--- src/rbd_pkg.sv ---
// Shared types, constants and register codes for the retry back-off delay block.
`default_nettype none

package rbd_pkg;

    // Field widths.
    localparam int TIME_BITS        = 20;
    localparam int FACTOR_FRAC_BITS = 8;
    localparam int FACTOR_W         = 12;
    localparam int CNT_W            = 6;
    localparam int RND_W            = 16;

    // Jitter is unsigned Q1.17 and covers [0.75, 1.25).
    localparam int JITTER_FRAC_BITS = 17;
    localparam int JITTER_W         = JITTER_FRAC_BITS + 1;
    localparam logic [JITTER_W-1:0] JITTER_BASE = JITTER_W'(3) << (JITTER_FRAC_BITS - 2);

    // Working delay register: holds the saturation cap and the jittered cap.
    localparam int ACC_W  = TIME_BITS + 4;
    localparam int PROD_W = ACC_W + JITTER_W;
    localparam logic [ACC_W-1:0]    DELAY_CAP  = ACC_W'(1) << (TIME_BITS + 2);
    localparam logic [FACTOR_W-1:0] FACTOR_ONE = FACTOR_W'(1) << FACTOR_FRAC_BITS;

    // Register reset values.
    localparam logic                 RETRY_ON_RST   = 1'b1;
    localparam logic [TIME_BITS-1:0] BASE_DELAY_RST = TIME_BITS'(1000);
    localparam logic [FACTOR_W-1:0]  GROWTH_RST     = FACTOR_W'(640);
    localparam logic [TIME_BITS-1:0] BUDGET_RST     = TIME_BITS'(60000);

    // Configuration register indexes.
    typedef enum logic [1:0] {
        REG_RETRY_ON   = 2'd0,
        REG_BASE_DELAY = 2'd1,
        REG_GROWTH     = 2'd2,
        REG_BUDGET     = 2'd3
    } rbd_reg_idx_t;

    // Operation of the shared scaling unit.
    typedef enum logic {
        OP_GROW   = 1'b0,
        OP_JITTER = 1'b1
    } rbd_op_t;

    typedef struct packed {
        logic                 retry_on;
        logic [TIME_BITS-1:0] base_delay;
        logic [FACTOR_W-1:0]  growth_factor;
        logic [TIME_BITS-1:0] wait_budget;
    } rbd_cfg_t;

    typedef struct packed {
        logic [CNT_W-1:0]     attempt_count;
        logic [TIME_BITS-1:0] spent_wait;
        logic [RND_W-1:0]     random_word;
    } rbd_in_t;

    typedef struct packed {
        logic                 retry_ok;
        logic [TIME_BITS-1:0] wait_ms;
    } rbd_out_t;

endpackage

`default_nettype wire

--- src/rbd_cfg_regs.sv ---
// Configuration register file of the retry back-off delay block.
`default_nettype none

module rbd_cfg_regs (
    input  wire logic                          clk,
    input  wire logic                          rst_n,
    input  wire logic                          cfg_wr_en,
    input  wire rbd_pkg::rbd_reg_idx_t         cfg_index,
    input  wire logic [rbd_pkg::TIME_BITS-1:0] cfg_data,
    output rbd_pkg::rbd_cfg_t                  cfg
);
    import rbd_pkg::*;

    rbd_cfg_t cfg_reg;

    // Registers are written whenever the write enable is high.
    always_ff @(posedge clk or negedge rst_n)
    begin
        if (!rst_n)
        begin
            cfg_reg.retry_on      <= RETRY_ON_RST;
            cfg_reg.base_delay    <= BASE_DELAY_RST;
            cfg_reg.growth_factor <= GROWTH_RST;
            cfg_reg.wait_budget   <= BUDGET_RST;
        end
        else if (cfg_wr_en)
        begin
            unique case (cfg_index)
                REG_RETRY_ON:   cfg_reg.retry_on      <= cfg_data[0];
                REG_BASE_DELAY: cfg_reg.base_delay    <= cfg_data;
                REG_GROWTH:     cfg_reg.growth_factor <= cfg_data[FACTOR_W-1:0];
                REG_BUDGET:     cfg_reg.wait_budget   <= cfg_data;
                default:        cfg_reg.retry_on      <= cfg_reg.retry_on;
            endcase
        end
    end

    assign cfg = cfg_reg;

endmodule

`default_nettype wire

--- src/rbd_scale_unit.sv ---
// Shared multiplier that applies either one growth step or the jitter to the delay.
`default_nettype none

module rbd_scale_unit (
    input  wire logic [rbd_pkg::ACC_W-1:0]    acc,
    input  wire rbd_pkg::rbd_op_t             op,
    input  wire logic [rbd_pkg::FACTOR_W-1:0] growth_factor,
    input  wire logic [rbd_pkg::RND_W-1:0]    random_word,
    output logic [rbd_pkg::ACC_W-1:0]         acc_next
);
    import rbd_pkg::*;

    localparam int GROW_W = PROD_W - FACTOR_FRAC_BITS;
    localparam int JIT_SH_W = PROD_W - JITTER_FRAC_BITS;

    logic [FACTOR_W-1:0] factor_eff;
    logic [JITTER_W-1:0] multiplier;
    logic [PROD_W-1:0]   product;
    logic [GROW_W-1:0]   grown;
    logic [JIT_SH_W-1:0] jittered;

    // Factors below 1.0 act as 1.0.
    assign factor_eff = (growth_factor < FACTOR_ONE) ? FACTOR_ONE : growth_factor;

    // Select the second operand and form the single product.
    always_comb
    begin
        unique case (op)
            OP_GROW:   multiplier = JITTER_W'(factor_eff);
            OP_JITTER: multiplier = JITTER_BASE + JITTER_W'(random_word);
            default:   multiplier = JITTER_W'(factor_eff);
        endcase
    end

    assign product  = PROD_W'(acc) * PROD_W'(multiplier);
    assign grown    = product[PROD_W-1:FACTOR_FRAC_BITS];
    assign jittered = product[PROD_W-1:JITTER_FRAC_BITS];

    // Truncate and, on a growth step, saturate at the cap.
    always_comb
    begin
        unique case (op)
            OP_GROW:
            begin
                if (grown > GROW_W'(DELAY_CAP))
                    acc_next = DELAY_CAP;
                else
                    acc_next = grown[ACC_W-1:0];
            end
            OP_JITTER: acc_next = jittered[ACC_W-1:0];
            default:   acc_next = grown[ACC_W-1:0];
        endcase
    end

endmodule

`default_nettype wire

--- src/retry_backoff_delay_top.sv ---
// Top level of the retry back-off delay block: sequencer and result register.
//
// Usage: a request beat (attempt count, wait already spent, random word) is taken
// at a clock edge where start is high and busy is low. The block then stays busy
// while one shared multiplier applies the growth factor once per attempt, then
// the jitter, and finally the result is clamped to at least 1 ms and at most the
// remaining budget. The result beat appears on result for exactly one cycle,
// marked by done; done comes with busy low, so a new start may be given in the
// same cycle.
// Sequence: after the accepting edge the sequencer passes through S_GROW for each
// attempt, then S_JITTER and S_FINISH, which registers result and done; a
// request that gives no retry goes straight to S_FINISH. The multiply loop keeps
// busy high, so a new request is taken only once the last one is done.
// Configuration: cfg_wr_en, cfg_index and cfg_data write one register per edge;
// there is no read-back. Write only while the block is idle (not enforced).
// Reset: rst_n clears the sequencer and loads the register defaults (retries
// on, 1000 ms base, factor 2.5, 60000 ms budget). The receiver cannot stall.
`default_nettype none

module retry_backoff_delay_top (
    input  wire logic                          clk,
    input  wire logic                          rst_n,
    input  wire logic                          start,
    output logic                               busy,
    input  wire rbd_pkg::rbd_in_t              item,
    input  wire logic                          cfg_wr_en,
    input  wire rbd_pkg::rbd_reg_idx_t         cfg_index,
    input  wire logic [rbd_pkg::TIME_BITS-1:0] cfg_data,
    output logic                               done,
    output rbd_pkg::rbd_out_t                  result
);
    import rbd_pkg::*;

    typedef enum logic [1:0] {
        S_IDLE,
        S_GROW,
        S_JITTER,
        S_FINISH
    } state_t;

    state_t               state_reg, state_next;
    logic [CNT_W-1:0]     count_reg, count_next;
    logic [ACC_W-1:0]     acc_reg, acc_next;
    logic [TIME_BITS-1:0] remain_reg, remain_next;
    logic [RND_W-1:0]     rnd_reg, rnd_next;
    logic                 ok_reg, ok_next;
    logic                 done_reg, done_next;
    rbd_out_t             result_reg, result_next;

    rbd_cfg_t             cfg;
    rbd_op_t              op;
    logic [ACC_W-1:0]     unit_out;
    logic                 no_retry;
    logic [TIME_BITS-1:0] clamped;

    rbd_cfg_regs u_cfg (
        .clk       (clk),
        .rst_n     (rst_n),
        .cfg_wr_en (cfg_wr_en),
        .cfg_index (cfg_index),
        .cfg_data  (cfg_data),
        .cfg       (cfg)
    );

    assign op = (state_reg == S_JITTER) ? OP_JITTER : OP_GROW;

    rbd_scale_unit u_scale (
        .acc           (acc_reg),
        .op            (op),
        .growth_factor (cfg.growth_factor),
        .random_word   (rnd_reg),
        .acc_next      (unit_out)
    );

    // A request gives no retry when retries are off, the base delay or the budget
    // is zero, or the budget is used up.
    assign no_retry = !cfg.retry_on || (cfg.base_delay == '0) || (cfg.wait_budget == '0)
                      || (item.spent_wait >= cfg.wait_budget);

    // Clamp the jittered delay to at least one and at most the remaining budget.
    always_comb
    begin
        if (acc_reg == '0)
            clamped = TIME_BITS'(1);
        else if (acc_reg > ACC_W'(remain_reg))
            clamped = remain_reg;
        else
            clamped = acc_reg[TIME_BITS-1:0];
    end

    // Sequencer next-state and datapath register updates.
    always_comb
    begin
        state_next  = state_reg;
        count_next  = count_reg;
        acc_next    = acc_reg;
        remain_next = remain_reg;
        rnd_next    = rnd_reg;
        ok_next     = ok_reg;
        done_next   = 1'b0;
        result_next = result_reg;
        unique case (state_reg)
            S_IDLE:
            begin
                if (start)
                begin
                    count_next  = item.attempt_count;
                    acc_next    = ACC_W'(cfg.base_delay);
                    remain_next = cfg.wait_budget - item.spent_wait;
                    rnd_next    = item.random_word;
                    ok_next     = !no_retry;
                    if (no_retry)
                        state_next = S_FINISH;
                    else if (item.attempt_count == '0)
                        state_next = S_JITTER;
                    else
                        state_next = S_GROW;
                end
            end
            S_GROW:
            begin
                acc_next   = unit_out;
                count_next = count_reg - CNT_W'(1);
                if (count_reg == CNT_W'(1))
                    state_next = S_JITTER;
            end
            S_JITTER:
            begin
                acc_next   = unit_out;
                state_next = S_FINISH;
            end
            S_FINISH:
            begin
                done_next            = 1'b1;
                result_next.retry_ok = ok_reg;
                result_next.wait_ms  = ok_reg ? clamped : '0;
                state_next           = S_IDLE;
            end
            default: state_next = S_IDLE;
        endcase
    end

    // State and registered outputs.
    always_ff @(posedge clk or negedge rst_n)
    begin
        if (!rst_n)
        begin
            state_reg <= S_IDLE;
            done_reg  <= 1'b0;
        end
        else
        begin
            state_reg <= state_next;
            done_reg  <= done_next;
        end
    end

    // Payload registers need no reset.
    always_ff @(posedge clk)
    begin
        count_reg  <= count_next;
        acc_reg    <= acc_next;
        remain_reg <= remain_next;
        rnd_reg    <= rnd_next;
        ok_reg     <= ok_next;
        result_reg <= result_next;
    end

    assign busy   = (state_reg != S_IDLE);
    assign done   = done_reg;
    assign result = result_reg;

    // The result beat only appears once the sequencer is back to idle.
    a_done_idle: assert property (@(posedge clk) disable iff (!rst_n)
        done |-> !busy)
        else $error("result beat while busy");

    // A strobe lasts a single cycle.
    a_done_single: assert property (@(posedge clk) disable iff (!rst_n)
        done |=> !done)
        else $error("result strobe longer than one cycle");

    // No retry always reports a zero delay.
    a_no_retry_zero: assert property (@(posedge clk) disable iff (!rst_n)
        (done && !result.retry_ok) |-> (result.wait_ms == '0))
        else $error("nonzero delay without retry");

    // A scheduled retry never has a zero delay.
    a_retry_nonzero: assert property (@(posedge clk) disable iff (!rst_n)
        (done && result.retry_ok) |-> (result.wait_ms != '0))
        else $error("zero delay on a scheduled retry");

    // An accepted request always makes the block busy.
    a_accept_busy: assert property (@(posedge clk) disable iff (!rst_n)
        (start && !busy) |=> busy)
        else $error("request accepted but block not busy");

endmodule

`default_nettype wire

--- config.mk ---
export PLATFORM = sky130hd
export DESIGN_NAME = retry_backoff_delay_top
export DESIGN_NICKNAME = d
export VERILOG_FILES = /design/src/rbd_pkg.sv /design/src/rbd_cfg_regs.sv /design/src/rbd_scale_unit.sv /design/src/retry_backoff_delay_top.sv
export SDC_FILE = /design/constraint.sdc
export NUM_CORES = 1
export LEC_CHECK = 0
export BUFFER_PORTS_ARGS = -buffer_cell sky130_fd_sc_hd__buf_2
export CAP_MARGIN = 20
export CORE_MARGIN = 5
export CORE_UTILIZATION = 55
export DETAILED_ROUTE_END_ITERATION = 10
export PLACE_DENSITY_LB_ADDON = 0.3
export RECOVER_POWER = 25
export SETUP_SLACK_MARGIN = 0.02
export SYNTH_ARGS = -nofsm -noshare
export SYNTH_HDL_FRONTEND = slang
export SYNTH_SLANG_ARGS = --single-unit
--- constraint.sdc ---
create_clock -name clk -period 7.9 [get_ports clk]
set_input_delay 0.395 -clock clk [delete_from_list [all_inputs] [get_ports clk]]
set_output_delay 0.395 -clock clk [all_outputs]
set_load 0.01 [all_outputs]
* Yosys cells after proc, flatten, opt, wreduce, memory -nomap -nowiden
Index checks and enable logic that the tools add are counted.
Cells by class: add/subtract/negate cells 3, multipliers 1, divide/modulo/power cells 0, order comparisons 4, equality and inequality tests 9, shift-type cells 0, mux-type cells 17, bitwise operators 2, reductions and logical operators 24
Operator list (number):
- one-hot mux 24 bit (2 select lines) | 2
- 2-to-1 mux 24 bit | 2
- multiplier 24 x 18 -> 42 bit | 1
- logical NOT 20 bit | 2
- one-hot mux 18 bit (2 select lines) | 1
- greater-than comparator 34 x 23 -> 1 bit, second input constant | 1
- greater-than comparator 24 x 20 -> 1 bit | 1
- logical NOT 24 bit | 1
- >= comparator 20 bit | 1
- 2-to-1 mux 20 bit | 1
- subtractor 20 bit | 1
- adder 17 x 16 -> 18 bit, first input constant | 1
- AND reduction 2 bit | 8
- < comparator 12 x 9 -> 1 bit, second input constant | 1
- 2-to-1 mux 12 bit | 1
- one-hot mux 6 bit (2 select lines) | 1
- equality test 2 bit, second input constant | 4
- 2-to-1 mux 2 bit | 4
- one-hot mux 2 bit (4 select lines) | 1
- equality test 6 x 1 -> 1 bit, second input constant | 1
- logical NOT 6 bit | 1
- 2-to-1 mux 6 bit | 1
- nonzero test 2 bit | 3
- subtractor 6 x 1 -> 6 bit, second input constant | 1
- 8 further kinds | 18
Storage, ports and cells: bits in registers 144, latch bits 0, bits in writable memories 0, memory bits (read-only) 0, input port bits 68, output and inout bits 23, logic and storage cells 74, memories kept 0

* Logic depth before layout (Yosys ltp)
Gate-level depths: netlist of run 1.
word-level depth 9, mapped depth 30, depth with buffers taken out 26

* Cells and area by module
Synthesis of run 1 repeated with hierarchy kept, for this count alone.
Unflattened totals: cell total of the unflattened synthesis 2436, area, all modules 22716.8 sq um
Modules (own cells, without submodules):
- rbd_scale_unit | instances 1, cells each 1826, area an instance 15245.9 sq um, sequential area each 0.0 sq um
- retry_backoff_delay_top | instances 1, cells each 495, area an instance 5472.7 sq um, sequential area each 2717.6 sq um
- rbd_cfg_regs | instances 1, cells each 115, area an instance 1998.2 sq um, sequential area each 1346.3 sq um

* Worst setup path before layout of run 1
No wires, ideal clock.
kind reg2reg, from register state_reg[0], to register acc_reg[1], data pin, setup time 0.143 ns, arrival 7.914 ns, data required time 7.757 ns, setup slack -0.157 ns, cell stages (with the launch flop) 29, buffers on the path 4, period minus slack after synthesis 8.057 ns, cell sequence dfrtp_1 inv_1 ha_1 clkbuf_1 mux2_2 clkbuf_1 nand2_1 fa_1 inv_1 fa_1 fa_1 fa_1 fa_1 inv_1 fa_1 inv_1 ha_1 buf_2 nand4_2 or4_1 or4_1 nand3_2 a21oi_2 o211a_1 or4_4 nor4_4 nand3_4 buf_6 o21bai_4
On the way: cells in the longest elaborated chain, start to end 9, elaborated cells between the ends (all ways) 12, those cells by class mul (1); order compare (1); eq/ne (2); mux (5); bitwise (1); reduce/logical (2)
RTL lines:
- from (decl) | line retry_backoff_delay_top.sv:41 | state_t state_reg, state_next;
- from (signal assigned) | line retry_backoff_delay_top.sv:153 | state_reg <= state_next;
- equality test 2 bit | line retry_backoff_delay_top.sv:65, retry_backoff_delay_top.sv:102
- 2-to-1 mux 1 bit | line retry_backoff_delay_top.sv:65 | assign op = (state_reg == S_JITTER) ? OP_JITTER : OP_GROW;
- inverter 1 bit | line rbd_scale_unit.sv:28, rbd_scale_unit.sv:42
- one-hot mux 18 bit (2 select lines) | line rbd_scale_unit.sv:28 | unique case (op)
- multiplier 24 x 18 -> 42 bit | line rbd_scale_unit.sv:35 | assign product = PROD_W'(acc) * PROD_W'(multiplier);
- greater-than comparator 34 x 23 -> 1 bit | line rbd_scale_unit.sv:45 | if (grown > GROW_W'(DELAY_CAP))
- 2-to-1 mux 24 bit | line rbd_scale_unit.sv:45
- one-hot mux 24 bit (2 select lines) | line rbd_scale_unit.sv:42 | unique case (op)
- one-hot mux 24 bit (2 select lines) * | line retry_backoff_delay_top.sv:102 | unique case (state_reg)
- via acc_next[1] | line retry_backoff_delay_top.sv:43 | logic [ACC_W-1:0] acc_reg, acc_next;
- to (signal assigned) | line retry_backoff_delay_top.sv:162 | acc_reg <= acc_next;
- to (decl) | line retry_backoff_delay_top.sv:43
Mark *: on every way through the listed nets, which the timed path passes. The rest lies on a longest branch. A chain may end at the register's enable or synchronous reset.

* Worst setup path in the final report of run 1
from register u_cfg.cfg[31] (netlist name), to register acc_reg[9], data pin
On the way: cells in the longest elaborated chain, start to end 8
RTL lines:
- < comparator 12 x 9 -> 1 bit | line rbd_scale_unit.sv:23 | assign factor_eff = (growth_factor < FACTOR_ONE) ? FACTOR_ONE : growth_factor;
- 2-to-1 mux 12 bit * | line rbd_scale_unit.sv:23
- one-hot mux 18 bit (2 select lines) * | line rbd_scale_unit.sv:28
- multiplier 24 x 18 -> 42 bit * | line rbd_scale_unit.sv:35
- greater-than comparator 34 x 23 -> 1 bit | line rbd_scale_unit.sv:45
- 2-to-1 mux 24 bit | line rbd_scale_unit.sv:45
- one-hot mux 24 bit (2 select lines) * | line rbd_scale_unit.sv:42
- one-hot mux 24 bit (2 select lines) * | line retry_backoff_delay_top.sv:102
- via acc_next[9] | line retry_backoff_delay_top.sv:43
Marks and branches as above.

==> out/results.ini, run 1 <==
[placed_design]
dp.cells=3178
port_buffers=90
gp_congestion=0.972
dpl.hpwl_um=53800
post-place-ws_ns=-0.382
place_area_sq_mm=0.0253

[routing]
route.vias.total=18400
wl_um=66500
firstDrtPassIters=5
post-route-drc-count=0
route.antenna.remaining_nets=0
drtIter0Drc=1231
wl_per_cell_um=20.6
via_per_inst=5.69

[sta]
hold_violations=0
rsz0062_at_grt=true
setup_viol=20
max_clock_freq_mhz=125
period_share_pct=102
worstMarginPinSlew_ns=3.02
maxSlewViolCount=57
maxSlewHeadroom_pct=-101
fin_skew_ns=0.0114
setup_slack_ns=-0.124
fin_crit_ns=8.02

[final_layout]
final_common_cell=inv_1
fin_nets=3262
stdcell_count=3229
finish.instance_area_sq_mm=0.0264
layout_common_cells=inv_1, fa_1, buf_4
layout-drive-gt1-share_pct=20.8
syn_to_final_growth_pct=17.5
final_util_pct=64.9
largest_register_ffs=53

[floorplan]
coreArea_sq_mm=0.0406
initial_core_util_pct=55.2
die_w_um=212
die_h_um=212
dieArea_sq_mm=0.0449
core.rowCount=74
ioPinCount=91

[cts]
cts_tree=done
numCtsBuffers=17
path_clk_slew_ns=0.07
clock_latency_ns=0.44
clock_path_buffers=2
clock_sinks=144
htree_num_levels=4
cts_root_buf=clkbuf_16

[synthesis]
synth_area_sq_mm=0.0224
synth_edf_count=88
ys_ff_latch=144
synth_flop_cell=edfxtp_1
synthArstFlopShare_pct=38.9
synth-seq-area-share_pct=18.1
synth.distinct_cells=77
netlist_instances=2431
avgSynthCellArea_sq_um=9.23
synth_nets=3010
yosysWarnings=0

[worst_hold_path]
hp-class=in -> reg

[critical_path]
cp.required_ns=8.19
worst_setup_path_start_kind=flip-flop
crit_path_end_kind=flip-flop
cp_max_fo=8
crit_type=reg -> reg
arrival_ns=8.31

[outcome]
violations=max-capacitance violations, max-slew violations, negative setup slack
status=finished with violations

[global_routing]
grt_max_degree=57
grt-ovfl-total=0
grt_antenna_before_repair=1
use_met1_pct=38.8
grt_use_met3_pct=4.99
grt_pass1_wl_um=106000
gr-usage-all-layers_pct=30.5
grt_pass1_vias=20000
use_met2_pct=50.8
grt_busiest_layer=met2

[run]
drv_cap=1

-- synth_stat cells (56+ instances only) --
cell	number	area (sq um)
inv_1	532	2000
fa_1	351	7030
nand2_1	224	841
and2_1	199	1240
ha_1	160	2000
clkbuf_1	104	390
edfxtp_1	88	2640
nor2_1	77	289
o21ai_0	70	350
a21oi_1	63	315
and3_1	63	394
mux2_2	56	631
-- stage by stage --
step | TNS (ns) | hold WS (ns)
global placement | -2.11 | 0.517
global route | -6.48 | 0.112
CTS | -0.412 | 0.0970
detailed placement | -6.91 | 0.524
finish | -1.67 | 0.123
floorplan | 0 | 0.0994
-- layer usage --
metal / share of wire (%) / routed length [um]
met5: 0.026 / 17
met4: 5.8 / 3830
met3: 7.5 / 4990
met2: 48 / 32000
met1: 39 / 25700
-- repair_timing --
item / CTS / global route
gates resized for setup: 45 / 44
pin swaps: 19 / 21
setup endpoints to repair: 23 / 23
buffers inserted: 7 / 7
cloned: 3 / 1
hold buffers: 0 / 0
-- critical path, cell delays in order, from the launching register on --
cell and delay [ns]:
dfrtp_1 0.40, nor4_4 0.36, nor2_4 0.13, a22o_4 0.28
buf_12 0.15, and2_1 0.17, fa_1 0.52, inv_1 0.06
fa_1 0.46, fa_1 0.48, fa_1 0.50, inv_1 0.06
fa_1 0.56, fa_1 0.47, ha_4 0.32, nand4_1 0.17
or4_4 0.52, or4_4 0.55, buf_6 0.15, nand3_4 0.09
a21oi_2 0.07, o211a_1 0.22, or4_4 0.43, nor4_4 0.16
buf_6 0.16, nand3_4 0.14, buf_6 0.18, o21ai_2 0.12
-- worst paths after layout --
check / endpoint / slack [ns] / from / depth (start not counted)
setup / recovery: acc_reg[9]$_DFFE_PP_ / -0.12 / u_cfg.cfg[31]$_DFFE_PN0P_ / 27
max in group asynchronous: u_cfg.cfg[28]$_DFFE_PN0P_ / 5.15 / rst_n / 2
setup reg to reg: acc_reg[9]$_DFFE_PP_ / -0.12 / u_cfg.cfg[31]$_DFFE_PN0P_ / 27
min in group asynchronous: u_cfg.cfg[44]$_DFFE_PN0P_ / 1.04 / rst_n / 2
hold reg to reg: u_cfg.cfg[19]$_DFFE_PN0P_ / 0.54 / u_cfg.cfg[19]$_DFFE_PN0P_ / 1
hold / removal: rnd_reg[13]$_DFFE_PP_ / 0.12 / item[13] / 1
-- logic make-up (layout without fill, tap and decap cells) --
| family | Yosys count | count (layout) | synth area share, % |
|---|---|---|---|
| mux | 72 | 72 | 3.52 |
| simple gates | 716 | 717 | 16.7 |
| buf+inv | 654 | 917 | 11.0 |
| other cells | 0 | 1 | 0 |
| fa+ha+maj | 511 | 511 | 40.2 |
| flops | 144 | 144 | 18.1 |
| compound gates | 293 | 294 | 8.83 |
| xor+xnor | 41 | 41 | 1.60 |
-- cell type report --
cell class                 count  area [sq um]
multi-input combinational   1635         16400
clock inverter                13           126
antenna                        1          2.50
inverter                     532          2000
clock buffer                  19           443
tap                          532           666
fill                        3266         14300
sequential                   144          4060
timing repair buffer         353          2690
Power of run 1 is left out: the tool's default activity adds up to more than one toggle a clock period on the data nets, which glitch-free logic cannot reach.
==> run 2: changes to the inputs <==
- GPL_TIMING_DRIVEN: default -> 0
==> run 2 against run 1 <==
Effect of this change: count of clock-buffer cells in the layout up 5; final cell count shrank 2.3%; fmax is 3.0% lower; highest routed layer is now met4; cell area shrank 1.8%; the flow still finishes with violations (max-capacitance violations, max-slew violations, negative setup slack); largest cell class unchanged; utilization decreased by 1.2 points; die area unchanged.
==> out/results.ini, run 2 (same netlist as run 1, synthesis figures left out) <==
[cts]
clock_path_buffers=2
htree_num_levels=4
numCtsBuffers=17
cts_tree=done
clock_latency_ns=0.45
clock_sinks=144
path_clk_slew_ns=0.07
cts_root_buf=clkbuf_16

[outcome]
status=finished with violations
violations=max-capacitance violations, max-slew violations, negative setup slack

[routing]
route.vias.total=18500
wl_per_cell_um=22.3
route.antenna.remaining_nets=0
post-route-drc-count=0
firstDrtPassIters=5
drtIter0Drc=1571
wl_um=70500
via_per_inst=5.86

[sta]
period_share_pct=105
setup_slack_ns=-0.376
worstMarginPinSlew_ns=2.19
max_clock_freq_mhz=121
maxSlewHeadroom_pct=-46.2
maxSlewViolCount=41
setup_viol=23
hold_violations=0
rsz0062_at_grt=true
fin_crit_ns=8.28
fin_skew_ns=0.0133

[critical_path]
cp.required_ns=8.20
crit_path_end_kind=flip-flop
cpLargestDelayFamily=adder cells
path_buf_inv=12
cp_slowest_cell=fa_1
crit_top_cell=fa_1
arrival_ns=8.58
worst_setup_path_start_kind=flip-flop
cp_max_fo=10
slowest_delay_ns=0.53
crit_type=reg -> reg

[final_layout]
stdcell_count=3154
layout-drive-gt1-share_pct=17.8
layout_common_cells=inv_1, fa_1, nand2_1
final_common_cell=inv_1
antenna_cells=0
fin_nets=3188
largest_register_ffs=53
syn_to_final_growth_pct=15.4

[global_routing]
grt_pass1_wl_um=110000
grt_antenna_before_repair=3
grt-ovfl-total=0
grt_pass1_vias=19900
gr-usage-all-layers_pct=32.2
grt_max_degree=41

[placed_design]
dpl.hpwl_um=55500
gp_congestion=0.997
port_buffers=90
dp.cells=3056

[floorplan]
die_w_um=212
dieArea_sq_mm=0.0449
ioPinCount=91
core.rowCount=74
initial_core_util_pct=55.2
die_h_um=212
coreArea_sq_mm=0.0406

[run]
drv_cap=1

[worst_hold_path]
hp-class=in -> reg

## run 2: cell types whose count changed in the layout (fill, tap and decap cells not counted), moves of 8 or more
cell / previous run / this run
inv_1: 525 / 517
clkbuf_2: 0 / 25
clkbuf_1: 2 / 57
clkbuf_8: 1 / 17
buf_12: 17 / 4
buf_4: 235 / 62
## run 2: final cells by class
| class | count | area (sq um) |
|---|---|---|
| Multi-Input combinational cell | 1635 | 16600 |
| Fill cell | 3370 | 14800 |
| Sequential cell | 144 | 4070 |
| Inverter | 532 | 2000 |
| Timing Repair Buffer | 166 | 1110 |
| Buffer | 113 | 837 |
| Tap cell | 532 | 666 |
| Clock buffer | 24 | 482 |
| Clock inverter | 8 | 129 |
## run 2: repair_timing
item                                   4_1_cts  5_1_grt
gates resized for setup                    211       42
endpoints found under the hold margin       13        0
hold buffers                                 1        0
pin swaps                                   58       20
gates cloned                                 2        2
setup endpoints to repair                   24       23
buffers inserted                            59       11
## run 2: per-stage QoR
| step | utilization (%) | setup slack (ns) | area, sq um | setup TNS [ns] | hold slack, ns |
|---|---|---|---|---|---|
| after floorplan | - | 0.0524 | 22600 | 0 | 0.0994 |
| after global placement | 58.4 | -1.85 | 23700 | -40.48 | 0.458 |
| after detailed placement | 58.5 | -1.98 | 23800 | -42.93 | 0.343 |
| after CTS | 63.2 | -0.264 | 25700 | -4.42 | 0.101 |
| after global routing | 63.7 | -0.558 | 25900 | -11.60 | 0.0987 |
| final | 63.7 | -0.376 | 25900 | -7.39 | 0.120 |
## run 2: layer usage
layer	track usage, %	wire length, um	up-vias
met3	6.06	6140	249
met2	53.1	33300	926
met4	15.6	4160	0
li1	-	-	8058
met5	0	0	-
met1	41.2	26900	9261
## run 2: final timing paths
path	to	start	slack (ns)	depth (start not counted)
setup / recovery	acc_reg[10]$_DFFE_PP_	state_reg[0]$_DFFE_PN0P_	-0.38	32
hold / removal	rnd_reg[12]$_DFFE_PP_	item[12]	0.12	1
setup reg to reg	acc_reg[10]$_DFFE_PP_	state_reg[0]$_DFFE_PN0P_	-0.38	32
hold reg to reg	result[20]$_DFFE_PP_	ok_reg$_DFFE_PP_	0.45	0
max in group asynchronous	state_reg[1]$_DFFE_PN0P_	rst_n	4.60	3
min in group asynchronous	u_cfg.cfg[51]$_DFFE_PN0P_	rst_n	0.59	2
Power of run 2 is left out for the same reason.
